[config.mk]
export PLATFORM = sky130hd
export DESIGN_NAME = masked_signature_scan_unit
export DESIGN_NICKNAME = d
export VERILOG_FILES = /design/src/mss_pkg.sv /design/src/mss_ram.sv /design/src/mss_ctrl.sv /design/src/mss_dp.sv /design/src/masked_signature_scan_unit.sv
export SDC_FILE = /design/constraint.sdc
export NUM_CORES = 2
export LEC_CHECK = 0
export BUFFER_PORTS_ARGS = -buffer_cell sky130_fd_sc_hd__buf_4
export CORE_UTILIZATION = 55
export DETAILED_ROUTE_END_ITERATION = 12
export PLACE_DENSITY_LB_ADDON = 0.05
export SETUP_SLACK_MARGIN = 0.3
export SLEW_MARGIN = 40
export SYNTH_ARGS = -nofsm -noshare
export SYNTH_HDL_FRONTEND = slang
export SYNTH_SLANG_ARGS = --single-unit
[constraint.sdc]
create_clock -name clk -period 14.06 [get_ports clk]
set_input_delay 0.703 -clock clk [delete_from_list [all_inputs] [get_ports clk]]
set_output_delay 0.703 -clock clk [all_outputs]
set_load 0.05 [all_outputs]
[src/mss_pkg.sv]
// Package for the masked signature scan unit.
// Holds sizes, item kinds, register indexes and the controller/datapath structs.
// No dependencies.
package mss_pkg;

  localparam int SIG_ENTRIES = 32;
  localparam int ENTRY_IDX_W = $clog2(SIG_ENTRIES);
  localparam int MATCH_LIMIT = 64;
  localparam int POSITION_BITS = 24;
  localparam int POS_W = POSITION_BITS + 1;
  localparam int CAND_W = POS_W + 1;
  localparam int WIN_DEPTH = 32;
  localparam int WIN_IDX_W = $clog2(WIN_DEPTH);
  localparam int WORD_W = 32;
  localparam int OFF_W = 5;
  localparam int CNT_W = 6;
  localparam int SEEN_W = 7;
  localparam int ENTRY_W = OFF_W + 2 * WORD_W;
  localparam int IN_TDATA_W = 112;
  localparam int OUT_TDATA_W = 56;
  localparam int FLUSH_LAST = WIN_DEPTH - 2;
  localparam logic [WORD_W-1:0] PAD_WORD = '1;

  localparam logic [1:0] KIND_CLEAR = 2'd0;
  localparam logic [1:0] KIND_LOAD  = 2'd1;
  localparam logic [1:0] KIND_DATA  = 2'd2;
  localparam logic [1:0] KIND_END   = 2'd3;

  localparam logic REG_BASE_ADDRESS = 1'b0;
  localparam logic REG_SIG_LENGTH   = 1'b1;

  typedef struct packed {
    logic                 shift;
    logic                 pad;
    logic [WIN_IDX_W-1:0] flush_step;
    logic                 restart;
    logic                 clear;
    logic                 load;
    logic                 rd_en;
    logic [ENTRY_IDX_W-1:0] rd_addr;
    logic                 decide;
    logic                 emit;
  } mss_cmd_t;

  typedef struct packed {
    logic             pos_full;
    logic             cand_ok;
    logic [CNT_W-1:0] len_eff;
  } mss_sts_t;

  typedef struct packed {
    logic              overflow;
    logic [SEEN_W-1:0] match_count;
    logic [CNT_W-1:0]  best_misses;
    logic [CNT_W-1:0]  best_hits;
    logic [WORD_W-1:0] best_address;
    logic              found;
  } mss_result_t;

endpackage

[src/mss_ram.sv]
// Generic single-write, single-read RAM with registered read data.
// No dependencies.
module mss_ram #(
  parameter int WIDTH = 8,
  parameter int DEPTH = 16
) (
  input  logic                     clk,
  input  logic                     wr_en,
  input  logic [$clog2(DEPTH)-1:0] wr_addr,
  input  logic [WIDTH-1:0]         wr_data,
  input  logic                     rd_en,
  input  logic [$clog2(DEPTH)-1:0] rd_addr,
  output logic [WIDTH-1:0]         rd_data
);

  logic [WIDTH-1:0] mem [DEPTH];

  always_ff @(posedge clk) begin
    if (wr_en) begin
      mem[wr_addr] <= wr_data;
    end
    if (rd_en) begin
      rd_data <= mem[rd_addr];
    end
  end

endmodule

[src/mss_ctrl.sv]
// Controller of the masked signature scan unit: item decode, scoring sequence,
// end-of-stream flush and the result handshake. Depends on mss_pkg.
module mss_ctrl (
  input  logic               clk,
  input  logic               rst_n,
  input  logic               in_tvalid,
  output logic               in_tready,
  input  logic [1:0]         in_kind,
  output logic               out_tvalid,
  input  logic               out_tready,
  input  mss_pkg::mss_sts_t  sts,
  output mss_pkg::mss_cmd_t  cmd
);

  localparam logic [2:0] S_IDLE   = 3'd0;
  localparam logic [2:0] S_SCORE  = 3'd1;
  localparam logic [2:0] S_DECIDE = 3'd2;
  localparam logic [2:0] S_FLUSH  = 3'd3;
  localparam logic [2:0] S_EMIT   = 3'd4;

  logic [2:0]                      state_r, state_nxt;
  logic [mss_pkg::CNT_W-1:0]       entry_r, entry_nxt;
  logic [mss_pkg::WIN_IDX_W-1:0]   step_r, step_nxt;
  logic                            flush_r, flush_nxt;
  logic                            out_valid_r, out_valid_nxt;

  assign in_tready  = (state_r == S_IDLE);
  assign out_tvalid = out_valid_r;

  always_comb begin
    state_nxt     = state_r;
    entry_nxt     = entry_r;
    step_nxt      = step_r;
    flush_nxt     = flush_r;
    out_valid_nxt = out_valid_r & ~out_tready;
    cmd           = '0;
    cmd.flush_step = step_r;
    cmd.rd_addr    = entry_r[mss_pkg::ENTRY_IDX_W-1:0];
    unique case (state_r)
      S_IDLE: begin
        if (in_tvalid) begin
          unique case (in_kind)
            mss_pkg::KIND_CLEAR: begin
              cmd.restart = 1'b1;
              cmd.clear   = 1'b1;
            end
            mss_pkg::KIND_LOAD: begin
              cmd.load = 1'b1;
            end
            mss_pkg::KIND_DATA: begin
              if (!sts.pos_full) begin
                cmd.shift = 1'b1;
                if (sts.cand_ok) begin
                  state_nxt = S_SCORE;
                end
              end
            end
            mss_pkg::KIND_END: begin
              state_nxt = S_FLUSH;
              step_nxt  = '0;
              flush_nxt = 1'b1;
            end
            default: state_nxt = S_IDLE;
          endcase
        end
      end
      S_SCORE: begin
        if (entry_r == sts.len_eff) begin
          state_nxt = S_DECIDE;
          entry_nxt = '0;
        end else begin
          cmd.rd_en = 1'b1;
          entry_nxt = entry_r + 1'b1;
        end
      end
      S_DECIDE: begin
        cmd.decide = 1'b1;
        if (!flush_r) begin
          state_nxt = S_IDLE;
        end else if (step_r == mss_pkg::WIN_IDX_W'(mss_pkg::FLUSH_LAST)) begin
          state_nxt = S_EMIT;
        end else begin
          step_nxt  = step_r + 1'b1;
          state_nxt = S_FLUSH;
        end
      end
      S_FLUSH: begin
        cmd.shift = 1'b1;
        cmd.pad   = 1'b1;
        if (sts.cand_ok) begin
          state_nxt = S_SCORE;
        end else if (step_r == mss_pkg::WIN_IDX_W'(mss_pkg::FLUSH_LAST)) begin
          state_nxt = S_EMIT;
        end else begin
          step_nxt = step_r + 1'b1;
        end
      end
      S_EMIT: begin
        if (!out_valid_r || out_tready) begin
          cmd.emit      = 1'b1;
          cmd.restart   = 1'b1;
          out_valid_nxt = 1'b1;
          flush_nxt     = 1'b0;
          step_nxt      = '0;
          state_nxt     = S_IDLE;
        end
      end
      default: state_nxt = S_IDLE;
    endcase
  end

  always_ff @(posedge clk) begin
    if (!rst_n) begin
      state_r     <= S_IDLE;
      entry_r     <= '0;
      step_r      <= '0;
      flush_r     <= 1'b0;
      out_valid_r <= 1'b0;
    end else begin
      state_r     <= state_nxt;
      entry_r     <= entry_nxt;
      step_r      <= step_nxt;
      flush_r     <= flush_nxt;
      out_valid_r <= out_valid_nxt;
    end
  end

endmodule

[src/mss_dp.sv]
// Datapath of the masked signature scan unit: word window, signature RAM,
// hit/miss counters, best-match tracking and result register.
// Depends on mss_pkg and mss_ram.
module mss_dp (
  input  logic                             clk,
  input  logic                             rst_n,
  input  mss_pkg::mss_cmd_t                cmd,
  output mss_pkg::mss_sts_t                sts,
  input  logic                             cfg_we,
  input  logic                             cfg_sel,
  input  logic [mss_pkg::WORD_W-1:0]       cfg_wdata,
  input  logic [mss_pkg::ENTRY_IDX_W-1:0]  entry_index,
  input  logic [mss_pkg::OFF_W-1:0]        entry_offset,
  input  logic [mss_pkg::WORD_W-1:0]       entry_value,
  input  logic [mss_pkg::WORD_W-1:0]       entry_mask,
  input  logic [mss_pkg::WORD_W-1:0]       data_word,
  output mss_pkg::mss_result_t             result
);

  logic [mss_pkg::WORD_W-1:0] win_r [mss_pkg::WIN_DEPTH];
  logic [mss_pkg::POS_W-1:0]  pos_r;
  logic [mss_pkg::CAND_W-1:0] cand_r;
  logic [mss_pkg::CAND_W-1:0] cand_sum;
  logic [mss_pkg::WORD_W-1:0] base_r;
  logic [mss_pkg::CNT_W-1:0]  len_r;
  logic [mss_pkg::CNT_W-1:0]  hits_r, misses_r;
  logic                       cmp_v_r;
  logic [mss_pkg::WORD_W-1:0] best_addr_r;
  logic [mss_pkg::CNT_W-1:0]  best_hits_r, best_misses_r;
  logic [mss_pkg::SEEN_W-1:0] seen_r;
  logic                       limit_r;
  mss_pkg::mss_result_t       result_r;

  logic [mss_pkg::ENTRY_W-1:0] entry_rd;
  logic [mss_pkg::OFF_W-1:0]   rd_off;
  logic [mss_pkg::WORD_W-1:0]  rd_value, rd_mask, tap_word;
  logic                        hit;
  logic [mss_pkg::WORD_W-1:0]  cand_addr;
  logic                        is_match, better, found;
  logic [mss_pkg::WORD_W-1:0]  shift_word;

  mss_ram #(
    .WIDTH (mss_pkg::ENTRY_W),
    .DEPTH (mss_pkg::SIG_ENTRIES)
  ) u_sig_ram (
    .clk     (clk),
    .wr_en   (cmd.load &
              ({1'b0, entry_index} < (mss_pkg::ENTRY_IDX_W + 1)'(mss_pkg::SIG_ENTRIES))),
    .wr_addr (entry_index),
    .wr_data ({entry_offset, entry_value, entry_mask}),
    .rd_en   (cmd.rd_en),
    .rd_addr (cmd.rd_addr),
    .rd_data (entry_rd)
  );

  assign {rd_off, rd_value, rd_mask} = entry_rd;
  assign tap_word = win_r[rd_off[mss_pkg::WIN_IDX_W-1:0]];
  assign hit      = ((tap_word & rd_mask) == rd_value);

  assign cand_sum = {1'b0, pos_r} + mss_pkg::CAND_W'(cmd.flush_step);
  assign sts.cand_ok  = (cand_sum >= mss_pkg::CAND_W'(mss_pkg::WIN_DEPTH - 1));
  assign sts.pos_full = pos_r[mss_pkg::POSITION_BITS];
  assign sts.len_eff  = (len_r > mss_pkg::CNT_W'(mss_pkg::SIG_ENTRIES)) ?
                        mss_pkg::CNT_W'(mss_pkg::SIG_ENTRIES) : len_r;

  assign cand_addr = base_r + mss_pkg::WORD_W'({cand_r, 2'b00});
  assign is_match  = (hits_r > misses_r);
  assign better    = (seen_r == '0) || (hits_r > best_hits_r) ||
                     ((hits_r == best_hits_r) && (misses_r < best_misses_r)) ||
                     ((hits_r == best_hits_r) && (misses_r == best_misses_r) &&
                      (cand_addr < best_addr_r));
  assign found      = (seen_r != '0);
  assign shift_word = cmd.pad ? mss_pkg::PAD_WORD : data_word;
  assign result     = result_r;

  always_ff @(posedge clk) begin
    if (!rst_n) begin
      for (int k = 0; k < mss_pkg::WIN_DEPTH; k++) begin
        win_r[k] <= mss_pkg::PAD_WORD;
      end
      pos_r   <= '0;
      base_r  <= '0;
      len_r   <= mss_pkg::CNT_W'(1);
      cmp_v_r <= 1'b0;
    end else begin
      cmp_v_r <= cmd.rd_en;
      if (cfg_we) begin
        if (cfg_sel == mss_pkg::REG_BASE_ADDRESS) begin
          base_r <= cfg_wdata;
        end else begin
          len_r <= cfg_wdata[mss_pkg::CNT_W-1:0];
        end
      end
      if (cmd.restart) begin
        for (int k = 0; k < mss_pkg::WIN_DEPTH; k++) begin
          win_r[k] <= mss_pkg::PAD_WORD;
        end
        pos_r <= '0;
      end else if (cmd.shift) begin
        for (int k = 0; k < mss_pkg::WIN_DEPTH - 1; k++) begin
          win_r[k] <= win_r[k+1];
        end
        win_r[mss_pkg::WIN_DEPTH-1] <= shift_word;
        if (!cmd.pad) begin
          pos_r <= pos_r + 1'b1;
        end
      end
    end
  end

  always_ff @(posedge clk) begin
    if (cmd.shift) begin
      cand_r   <= cand_sum - mss_pkg::CAND_W'(mss_pkg::WIN_DEPTH - 1);
      hits_r   <= '0;
      misses_r <= '0;
    end else if (cmp_v_r) begin
      if (hit) begin
        hits_r <= hits_r + 1'b1;
      end else begin
        misses_r <= misses_r + 1'b1;
      end
    end
    if (cmd.emit) begin
      result_r.found        <= found;
      result_r.best_address <= found ? best_addr_r : '0;
      result_r.best_hits    <= found ? best_hits_r : '0;
      result_r.best_misses  <= found ? best_misses_r : '0;
      result_r.match_count  <= seen_r;
      result_r.overflow     <= limit_r;
    end
  end

  always_ff @(posedge clk) begin
    if (!rst_n || cmd.clear) begin
      best_addr_r   <= '0;
      best_hits_r   <= '0;
      best_misses_r <= '0;
      seen_r        <= '0;
      limit_r       <= 1'b0;
    end else if (cmd.decide && is_match) begin
      if (seen_r >= mss_pkg::SEEN_W'(mss_pkg::MATCH_LIMIT)) begin
        limit_r <= 1'b1;
      end else begin
        if (better) begin
          best_addr_r   <= cand_addr;
          best_hits_r   <= hits_r;
          best_misses_r <= misses_r;
        end
        seen_r <= seen_r + 1'b1;
      end
    end
  end

endmodule

[src/masked_signature_scan_unit.sv]
// Flow: clear and load beats are taken while idle; a data beat shifts its word in and, once 32
// words are in, scores a candidate over L entries, where L is the active signature length.
// An end beat takes 31 pad steps, scoring each candidate they complete, then loads the result
// register once the output is free. Beats are taken only while idle. The signature RAM, never
// cleared by reset, is read one entry per cycle while scoring. Reset is synchronous and active
// low: window all ones, match tracking cleared, base address 0, length 1.
module masked_signature_scan_unit (
  input  logic        clk,
  input  logic        rst_n,
  input  logic        in_tvalid,
  output logic        in_tready,
  // entry_index[4:0], entry_offset[9:5], entry_value[41:10], entry_mask[73:42],
  // data_word[105:74], zero pad above.
  input  logic [mss_pkg::IN_TDATA_W-1:0] in_tdata,
  // kind[1:0]
  input  logic [1:0]  in_tuser,
  output logic        out_tvalid,
  input  logic        out_tready,
  // found[0], best_address[32:1], best_hits[38:33], best_misses[44:39],
  // match_count[51:45], overflow[52], zero pad above.
  output logic [mss_pkg::OUT_TDATA_W-1:0] out_tdata,
  input  logic        cfg_valid,
  output logic        cfg_ready,
  input  logic        cfg_index,
  input  logic [31:0] cfg_data
);

  mss_pkg::mss_cmd_t    cmd;
  mss_pkg::mss_sts_t    sts;
  mss_pkg::mss_result_t result;

  assign cfg_ready = 1'b1;
  assign out_tdata = mss_pkg::OUT_TDATA_W'(result);

  mss_ctrl u_ctrl (
    .clk        (clk),
    .rst_n      (rst_n),
    .in_tvalid  (in_tvalid),
    .in_tready  (in_tready),
    .in_kind    (in_tuser),
    .out_tvalid (out_tvalid),
    .out_tready (out_tready),
    .sts        (sts),
    .cmd        (cmd)
  );

  mss_dp u_dp (
    .clk          (clk),
    .rst_n        (rst_n),
    .cmd          (cmd),
    .sts          (sts),
    .cfg_we       (cfg_valid & cfg_ready),
    .cfg_sel      (cfg_index),
    .cfg_wdata    (cfg_data),
    .entry_index  (in_tdata[4:0]),
    .entry_offset (in_tdata[9:5]),
    .entry_value  (in_tdata[41:10]),
    .entry_mask   (in_tdata[73:42]),
    .data_word    (in_tdata[105:74]),
    .result       (result)
  );

endmodule

## Yosys cells after proc, flatten, opt, wreduce, memory -nomap -nowiden

Memories as Yosys holds them, arrays and structs flattened. A register that Yosys moved wholly into a read port is not among the register bits.
Index checks and enable logic that the tools add are counted.

- Flip-flop bits (word level): 223
- Memory bits (writable): 3,232
- Input port bits: 152
- Word-level logic and storage cells: 280
- Memories kept: 2

- $add $sub $neg: 9
- $lt $le $gt $ge: 7
- Equal/unequal tests: 22
- Mux-type cells: 116
- Bitwise gates (word level): 72
- Reductions and logical operators: 29

Memories:

| memory | words | bits a word | rd ports | clocked after memory_dff | write ports | RTL line | source |
|---|---|---|---|---|---|---|---|
| u_dp.u_sig_ram.mem | 32 | 69 | 1 | 1 | 1 | mss_ram.sv:16 | `logic [WIDTH-1:0] mem [DEPTH];` |
| u_dp.win_r | 32 | 32 | 32 | 0 | 32 | mss_dp.sv:20 | `logic [mss_pkg::WORD_W-1:0] win_r [mss_pkg::WIN_DEPTH];` |

Operators with widths:

| operator | number |
|---|---|
| 32-bit 2-to-1 mux | 65 |
| 1-bit OR | 64 |
| 32-bit by 28-bit adder with 32-bit output | 1 |
| 32-bit AND | 1 |
| 32-bit == test | 1 |
| 32-bit < comparator | 1 |
| 3-bit 2-to-1 mux | 10 |
| 5-bit 2-to-1 mux | 6 |
| 25-bit by 5-bit adder with 26-bit output | 1 |
| 26-bit by 5-bit >= comparator with 1-bit output (second input constant) | 1 |
| 26-bit by 5-bit subtractor with 26-bit output (second input constant) | 1 |
| 25-bit by 1-bit adder with 25-bit output (second input constant) | 1 |
| 1-bit 2-to-1 mux | 25 |
| 5-bit one-hot mux with 4 select lines | 1 |
| 6-bit by 1-bit adder with 6-bit output (second input constant) | 3 |
| 6-bit == test | 3 |
| 3-bit one-hot mux with 5 select lines | 1 |
| 2-bit AND reduction | 7 |
| 6-bit > comparator | 2 |
| 6-bit 2-to-1 mux | 2 |
| 2-bit by 1-bit != test with 1-bit output (second input constant) | 4 |
| 7-bit by 1-bit adder with 7-bit output (second input constant) | 1 |
| 7-bit >= comparator (second input constant) | 1 |
| 7-bit logical NOT | 1 |
| other kinds (31) | 51 |

## Logic depth before layout (Yosys ltp)

- Depth after elaboration: 9
- Depth in mapped cells: 24
- Depth with buffers taken out: 23

## By module

Synthesis repeated with hierarchy kept, for this count alone.

- Cell total of the unflattened synthesis: 7,634
- Area total of the unflattened synthesis: 144,250.8 sq um

Modules (own cells, without submodules):

| module | times used | cells each | area an instance (sq um) |
|---|---|---|---|
| mss_ram | 1 | 3,333 | 85,794.8 |
| mss_dp | 1 | 4,160 | 57,322.5 |
| mss_ctrl | 1 | 135 | 1,096.1 |
| masked_signature_scan_unit | 1 | 6 | 37.5 |

## Worst setup path after synthesis

No wires, ideal clock.

- Kind: register to register
- From: register u_ctrl.state_r[1]
- To: memory u_dp.win_r[10][0] in the netlist's numbering, enable pin
- Library setup time: 0.868 ns
- Arrival: 13.567 ns
- Data required time: 13.192 ns
- Path slack: -0.374 ns
- Stages on the path, launching flop included: 10
- Clock period less this slack: 14.434 ns
- Cells stage by stage: dfxtp_1 > clkbuf_1 > nor3_1 > nand2_1 > nor4b_2 > a21oi_1 > buf_2 > clkbuf_1 > buf_2 > nand2_1

RTL lines:

| what | RTL line | source |
|---|---|---|
| from (decl) | mss_ctrl.sv:21 | `logic [2:0] state_r, state_nxt;` |
| from (signal assigned) | mss_ctrl.sv:120 | `state_r <= state_nxt;` |
| to (decl) | mss_dp.sv:20 |  |

## Worst setup path in the final report

- From: register u_dp.cand_r[6] in the netlist's numbering
- To: register u_dp.best_addr_r[6] in the netlist's numbering

- Cells in the longest elaborated chain, start to end: 5

Ends and longest elaborated chain:

| what | RTL line | source |
|---|---|---|
| from (decl) | mss_dp.sv:22 | `logic [mss_pkg::CAND_W-1:0] cand_r;` |
| from (signal assigned) | mss_dp.sv:113 | `cand_r <= cand_sum - mss_pkg::CAND_W'(mss_pkg::WIN_DEPTH - 1);` |
| 32-bit by 28-bit adder with 32-bit output | mss_dp.sv:66 | `assign cand_addr = base_r + mss_pkg::WORD_W'({cand_r, 2'b00});` |
| net u_dp.cand_addr (one bit) | mss_dp.sv:38 | `logic [mss_pkg::WORD_W-1:0] cand_addr;` |
| 32-bit < comparator | mss_dp.sv:71 | `(cand_addr < best_addr_r));` |
| 1-bit logical AND | mss_dp.sv:70 | `((hits_r == best_hits_r) && (misses_r == best_misses_r) &&` |
| 1-bit logical OR | mss_dp.sv:69 | `((hits_r == best_hits_r) && (misses_r < best_misses_r)) \|\|` |
| 3-bit AND reduction (no line) | -- |  |
| to (signal assigned) | mss_dp.sv:145 | `best_addr_r <= cand_addr;` |
| to (decl) | mss_dp.sv:28 | `logic [mss_pkg::WORD_W-1:0] best_addr_r;` |

The timed path passes the listed nets, and every way through them passes these cells.
A chain may end at the register's enable or synchronous reset.

==> run_summary.xml <==
<?xml version="1.0" encoding="UTF-8"?>
<metrics>
  <group name="status">
    <metric name="outcome" unit="">complete, no violations</metric>
  </group>
  <group name="place">
    <metric name="dp.cells" unit="">10900</metric>
    <metric name="routabilityCongestion" unit="">0.830</metric>
    <metric name="buffer_ports.inserted" unit="">200</metric>
    <metric name="post-dp-hpwl" unit="um">198000</metric>
  </group>
  <group name="power_and_ir_drop">
    <metric name="vdd_drop_max" unit="mV">0.135</metric>
    <metric name="power_leakage" unit="nW">46.3</metric>
    <metric name="powerDensity" unit="mW/mm^2">144</metric>
  </group>
  <group name="die">
    <metric name="design.portCount" unit="">211</metric>
    <metric name="initial_core_util" unit="">0.554</metric>
    <metric name="die_width" unit="um">514</metric>
    <metric name="fp.coreArea" unit="mm^2">0.260</metric>
    <metric name="fp.dieArea" unit="mm^2">0.264</metric>
    <metric name="floorplan.rows" unit="">187</metric>
    <metric name="dieHeight" unit="um">514</metric>
  </group>
  <group name="cts">
    <metric name="tritoncts.num_buffers" unit="">365</metric>
    <metric name="cts_max_level" unit="">5</metric>
    <metric name="clk_pin_slew_worst_paths" unit="ns">0.06</metric>
    <metric name="post_cts_hold_buffer_count" unit="">0</metric>
    <metric name="tritoncts_clock_tree" unit="">done</metric>
    <metric name="ctsRootBufferMaster" unit="">clkbuf_16</metric>
    <metric name="cts.sink_count" unit="">3524</metric>
    <metric name="post_cts_buffers" unit="">0</metric>
    <metric name="clock_latency_on_the_worst_skew_pair" unit="ns">0.91</metric>
    <metric name="cts_resized" unit="">0</metric>
    <metric name="cts_buffer_depth" unit="">4</metric>
  </group>
  <group name="sta">
    <metric name="worstMarginPinSlew" unit="ns">0.903</metric>
    <metric name="period_minus_slack" unit="ns">6.52</metric>
    <metric name="hold-worst-slack" unit="ns">0.103</metric>
    <metric name="final_count_of_hold_timing_violations" unit="">0</metric>
    <metric name="fraction_of_the_cycle_the_final_worst_path_needs" unit="">0.464</metric>
    <metric name="finClkSkew" unit="ns">0.0634</metric>
    <metric name="grt_setup_unrepaired" unit="">no</metric>
    <metric name="max_clock_freq" unit="MHz">153</metric>
    <metric name="timing.slew.headroom" unit="">0.391</metric>
    <metric name="max_slew_vio_count" unit="">0</metric>
    <metric name="setup_violations" unit="">0</metric>
    <metric name="setup-tns-final" unit="ns">0</metric>
  </group>
  <group name="setup_path">
    <metric name="cp_data_required_time" unit="ns">14.77</metric>
    <metric name="arrival" unit="ns">7.23</metric>
    <metric name="start_kind" unit="">flip-flop</metric>
    <metric name="most_numerous_cell_on_the_critical_path" unit="">a221oi_1</metric>
    <metric name="worstPathCellList" unit="">ha_1, a21o_1, a221oi_1, nand3_1, or3_1, a221oi_1, o211ai_1, a221oi_1, o21ai_0, nand4_1, xor2_1, inv_1, ha_1, or3_1, a2111oi_0, o41ai_1, a31oi_4, buf_4, mux2i_1, nor2_1</metric>
    <metric name="slowest_stage" unit="">buf_4</metric>
    <metric name="worst_path_largest_cell_delay" unit="ns">0.66</metric>
    <metric name="path_max_fanout" unit="">50</metric>
    <metric name="critPathKind" unit="">reg2reg</metric>
    <metric name="cp-end-kind" unit="">flip-flop</metric>
  </group>
  <group name="final_layout">
    <metric name="areaGrowthSynthToFinish" unit="%">12.1</metric>
    <metric name="finish.net_count" unit="">8045</metric>
    <metric name="post_route_cells_drive_above_1_share" unit="">0.239</metric>
    <metric name="fin_cells" unit="">11600</metric>
  </group>
  <group name="route">
    <metric name="drt.antenna.violating_nets" unit="">0</metric>
    <metric name="post-route-drc-count" unit="">0</metric>
    <metric name="vias_per_cell" unit="">6.36</metric>
    <metric name="drt_iter0_markers" unit="">7555</metric>
    <metric name="totalWireLength" unit="um">352000</metric>
    <metric name="drt_first_pass_iters" unit="">5</metric>
    <metric name="vias" unit="">73800</metric>
    <metric name="final_routed_wire_length_divided_by_cell_count" unit="um">30.4</metric>
  </group>
  <group name="synthesis">
    <metric name="synth_top_area_frac" unit="">0.698</metric>
    <metric name="yosys.cell_count.top_type" unit="">edfxtp_1</metric>
    <metric name="ys_seq_elements" unit="">3524</metric>
    <metric name="postSynthAreaPerCell" unit="um^2">19.0</metric>
    <metric name="yosysUniqueCellTypes" unit="">71</metric>
    <metric name="synth.area.top_cells" unit="">edfxtp_1 70%, mux4_2 15%, or3_1 4.2%</metric>
    <metric name="asyncSetResetFlopFracSynth" unit="">0</metric>
    <metric name="ys_warn_count" unit="">0</metric>
    <metric name="synth_top_area_cell" unit="">edfxtp_1</metric>
    <metric name="netlist_area" unit="mm^2">0.144</metric>
    <metric name="synth_edf_count" unit="">3348</metric>
    <metric name="synth_ff_type" unit="">edfxtp_1</metric>
    <metric name="synth_sequential_area_ratio" unit="">0.722</metric>
    <metric name="synth_common_cells" unit="">3,348 x edfxtp_1, 975 x or3_1, 930 x mux4_2, 392 x clkbuf_1, 245 x nand2_1</metric>
    <metric name="synthCells" unit="">7593</metric>
  </group>
  <group name="job">
    <metric name="drv.max_cap_violation_count" unit="">0</metric>
  </group>
  <group name="global_route">
    <metric name="first_global_vias" unit="">73700</metric>
    <metric name="grt_antenna_before_repair" unit="">21</metric>
    <metric name="globalRoute.totalOverflow" unit="">0</metric>
    <metric name="global_route_wire_length_before_repair" unit="um">514000</metric>
    <metric name="grt_max_degree" unit="">242</metric>
    <metric name="grt_usage" unit="">0.268</metric>
  </group>
  <group name="min_path">
    <metric name="class_of_the_tightest_hold_or_removal_check" unit="">in2reg</metric>
  </group>
</metrics>
## registers in the layout, summed over array words and instances (netlist names)
| register | cells |
|---|---|
| u_dp.win_r | 1024 |
| u_dp.u_sig_ram.mem | 2208 |
| u_ctrl.step_r | 5 |
| u_dp.cmp_v_r | 1 |
| u_dp.result | 53 |
| u_dp.misses_r | 6 |
| u_ctrl.flush_r | 1 |
| u_ctrl.out_tvalid | 1 |
| u_dp.len_r | 6 |
| u_dp.best_hits_r | 6 |
| u_dp.seen_r | 7 |
| u_dp.u_sig_ram.rd_data | 69 |
| u_ctrl.entry_r | 6 |
| u_ctrl.state_r | 3 |
| u_dp.hits_r | 6 |
| u_dp.pos_r | 25 |
| u_dp.cand_r | 26 |
| u_dp.best_addr_r | 32 |
| u_dp.limit_r | 1 |
| u_dp.best_misses_r | 6 |
| u_dp.base_r | 32 |
## layout by cell type, fill, tap and decap left out, types with 22 or more instances in the layout
| cell type | synthesis | routed |
|---|---|---|
| bufinv_16 | 0 | 22 |
| and2_1 | 54 | 54 |
| xnor2_1 | 58 | 58 |
| nand4_1 | 23 | 23 |
| a21oi_1 | 132 | 130 |
| inv_1 | 83 | 81 |
| clkbuf_1 | 392 | 91 |
| or3_1 | 975 | 975 |
| mux2i_1 | 93 | 93 |
| nand2b_1 | 49 | 48 |
| mux4_2 | 930 | 930 |
| clkbuf_16 | 0 | 373 |
| buf_6 | 6 | 54 |
| and3_1 | 25 | 24 |
| xor2_1 | 66 | 66 |
| dfxtp_1 | 176 | 171 |
| a22oi_1 | 30 | 30 |
| o21ai_0 | 61 | 60 |
| nor2_1 | 172 | 139 |
| nor2_4 | 0 | 33 |
| edfxtp_1 | 3348 | 3348 |
| nand2_1 | 245 | 242 |
| clkinv_2 | 0 | 65 |
| nor2b_1 | 30 | 28 |
| ha_1 | 89 | 89 |
| nand3_1 | 94 | 94 |
| clkinv_1 | 0 | 91 |
| buf_4 | 17 | 285 |
| mux2_2 | 79 | 79 |
## cells by family after synthesis
| logic type | synth area share |
|---|---|
| flops | 0.722 |
| simple gates | 0.0674 |
| mux | 0.160 |
| buf+inv | 0.0174 |
| compound gates | 0.0173 |
| xor+xnor | 0.00754 |
| fa+ha+maj | 0.00801 |
| other cells | 0.0000521 |
## worst max-delay path, delay by kind of cell, from the launching register on
kind                     cells  cell delay [ns]
multiplexers                 1             0.30
XOR/XNOR                     1             0.28
flip-flops                   1             0.38
adder cells (fa/ha/maj)      2             0.53
AND/OR/NAND/NOR              5             1.08
AO/OA/AOI/OAI                9             3.01
buffers and inverters        2             0.74
## area by class of cell
cell class	count	area (um^2)
Sequential cell	3524	104000
Fill cell	18300	98400
Multi-Input combinational cell	3453	37900
Clock buffer	472	9790
Tap cell	3496	4370
Timing Repair Buffer	374	3480
Clock inverter	194	1520
Inverter	84	332
Antenna cell	12	30.0
## path summary, 6_finish.rpt
check | depth (start not counted) | slack [ns] | to | startpoint
setup / recovery | 20 | 7.54 | u_dp.best_addr_r[6] | u_dp.cand_r[6]
hold / removal | 2 | 0.10 | u_dp.win_r[31][15] | in_tdata[89]
setup reg to reg | 20 | 7.54 | u_dp.best_addr_r[6] | u_dp.cand_r[6]
hold reg to reg | 0 | 0.43 | u_dp.result[52] | u_dp.limit_r
## through the flow
| step | setup WS (ns) | instance area [um^2] | power, W | utilization |
|---|---|---|---|---|
| after floorplan | 4.43 | 144000 | 0.0136 | - |
| after global placement | 7.50 | 149000 | 0.0142 | 0.575 |
| after detailed placement | 7.61 | 150000 | 0.0143 | 0.577 |
| after CTS | 7.60 | 161000 | 0.0234 | 0.620 |
| after global routing | 7.14 | 161000 | 0.0240 | 0.621 |
| final | 7.54 | 162000 | 0.0233 | 0.621 |
## metal layers
| layer | routed length, um | track usage | vias up |
|---|---|---|---|
| li1 | - | - | 31500 |
| met1 | 147000 | 0.387 | 39600 |
| met2 | 176000 | 0.438 | 2292 |
| met3 | 19600 | 0.0310 | 484 |
| met4 | 9340 | 0.0735 | 8 |
| met5 | 50 | 0 | - |
## power by group
part | switching [W] | leakage (nW) | internal, W | total [W]
logic | 0.00135 | 11.2 | 0.000946 | 0.00230
registers | 0.0000948 | 29.5 | 0.0116 | 0.0117
clock network | 0.00394 | 5.54 | 0.00530 | 0.00925
Power figures use the tool's default switching activity.
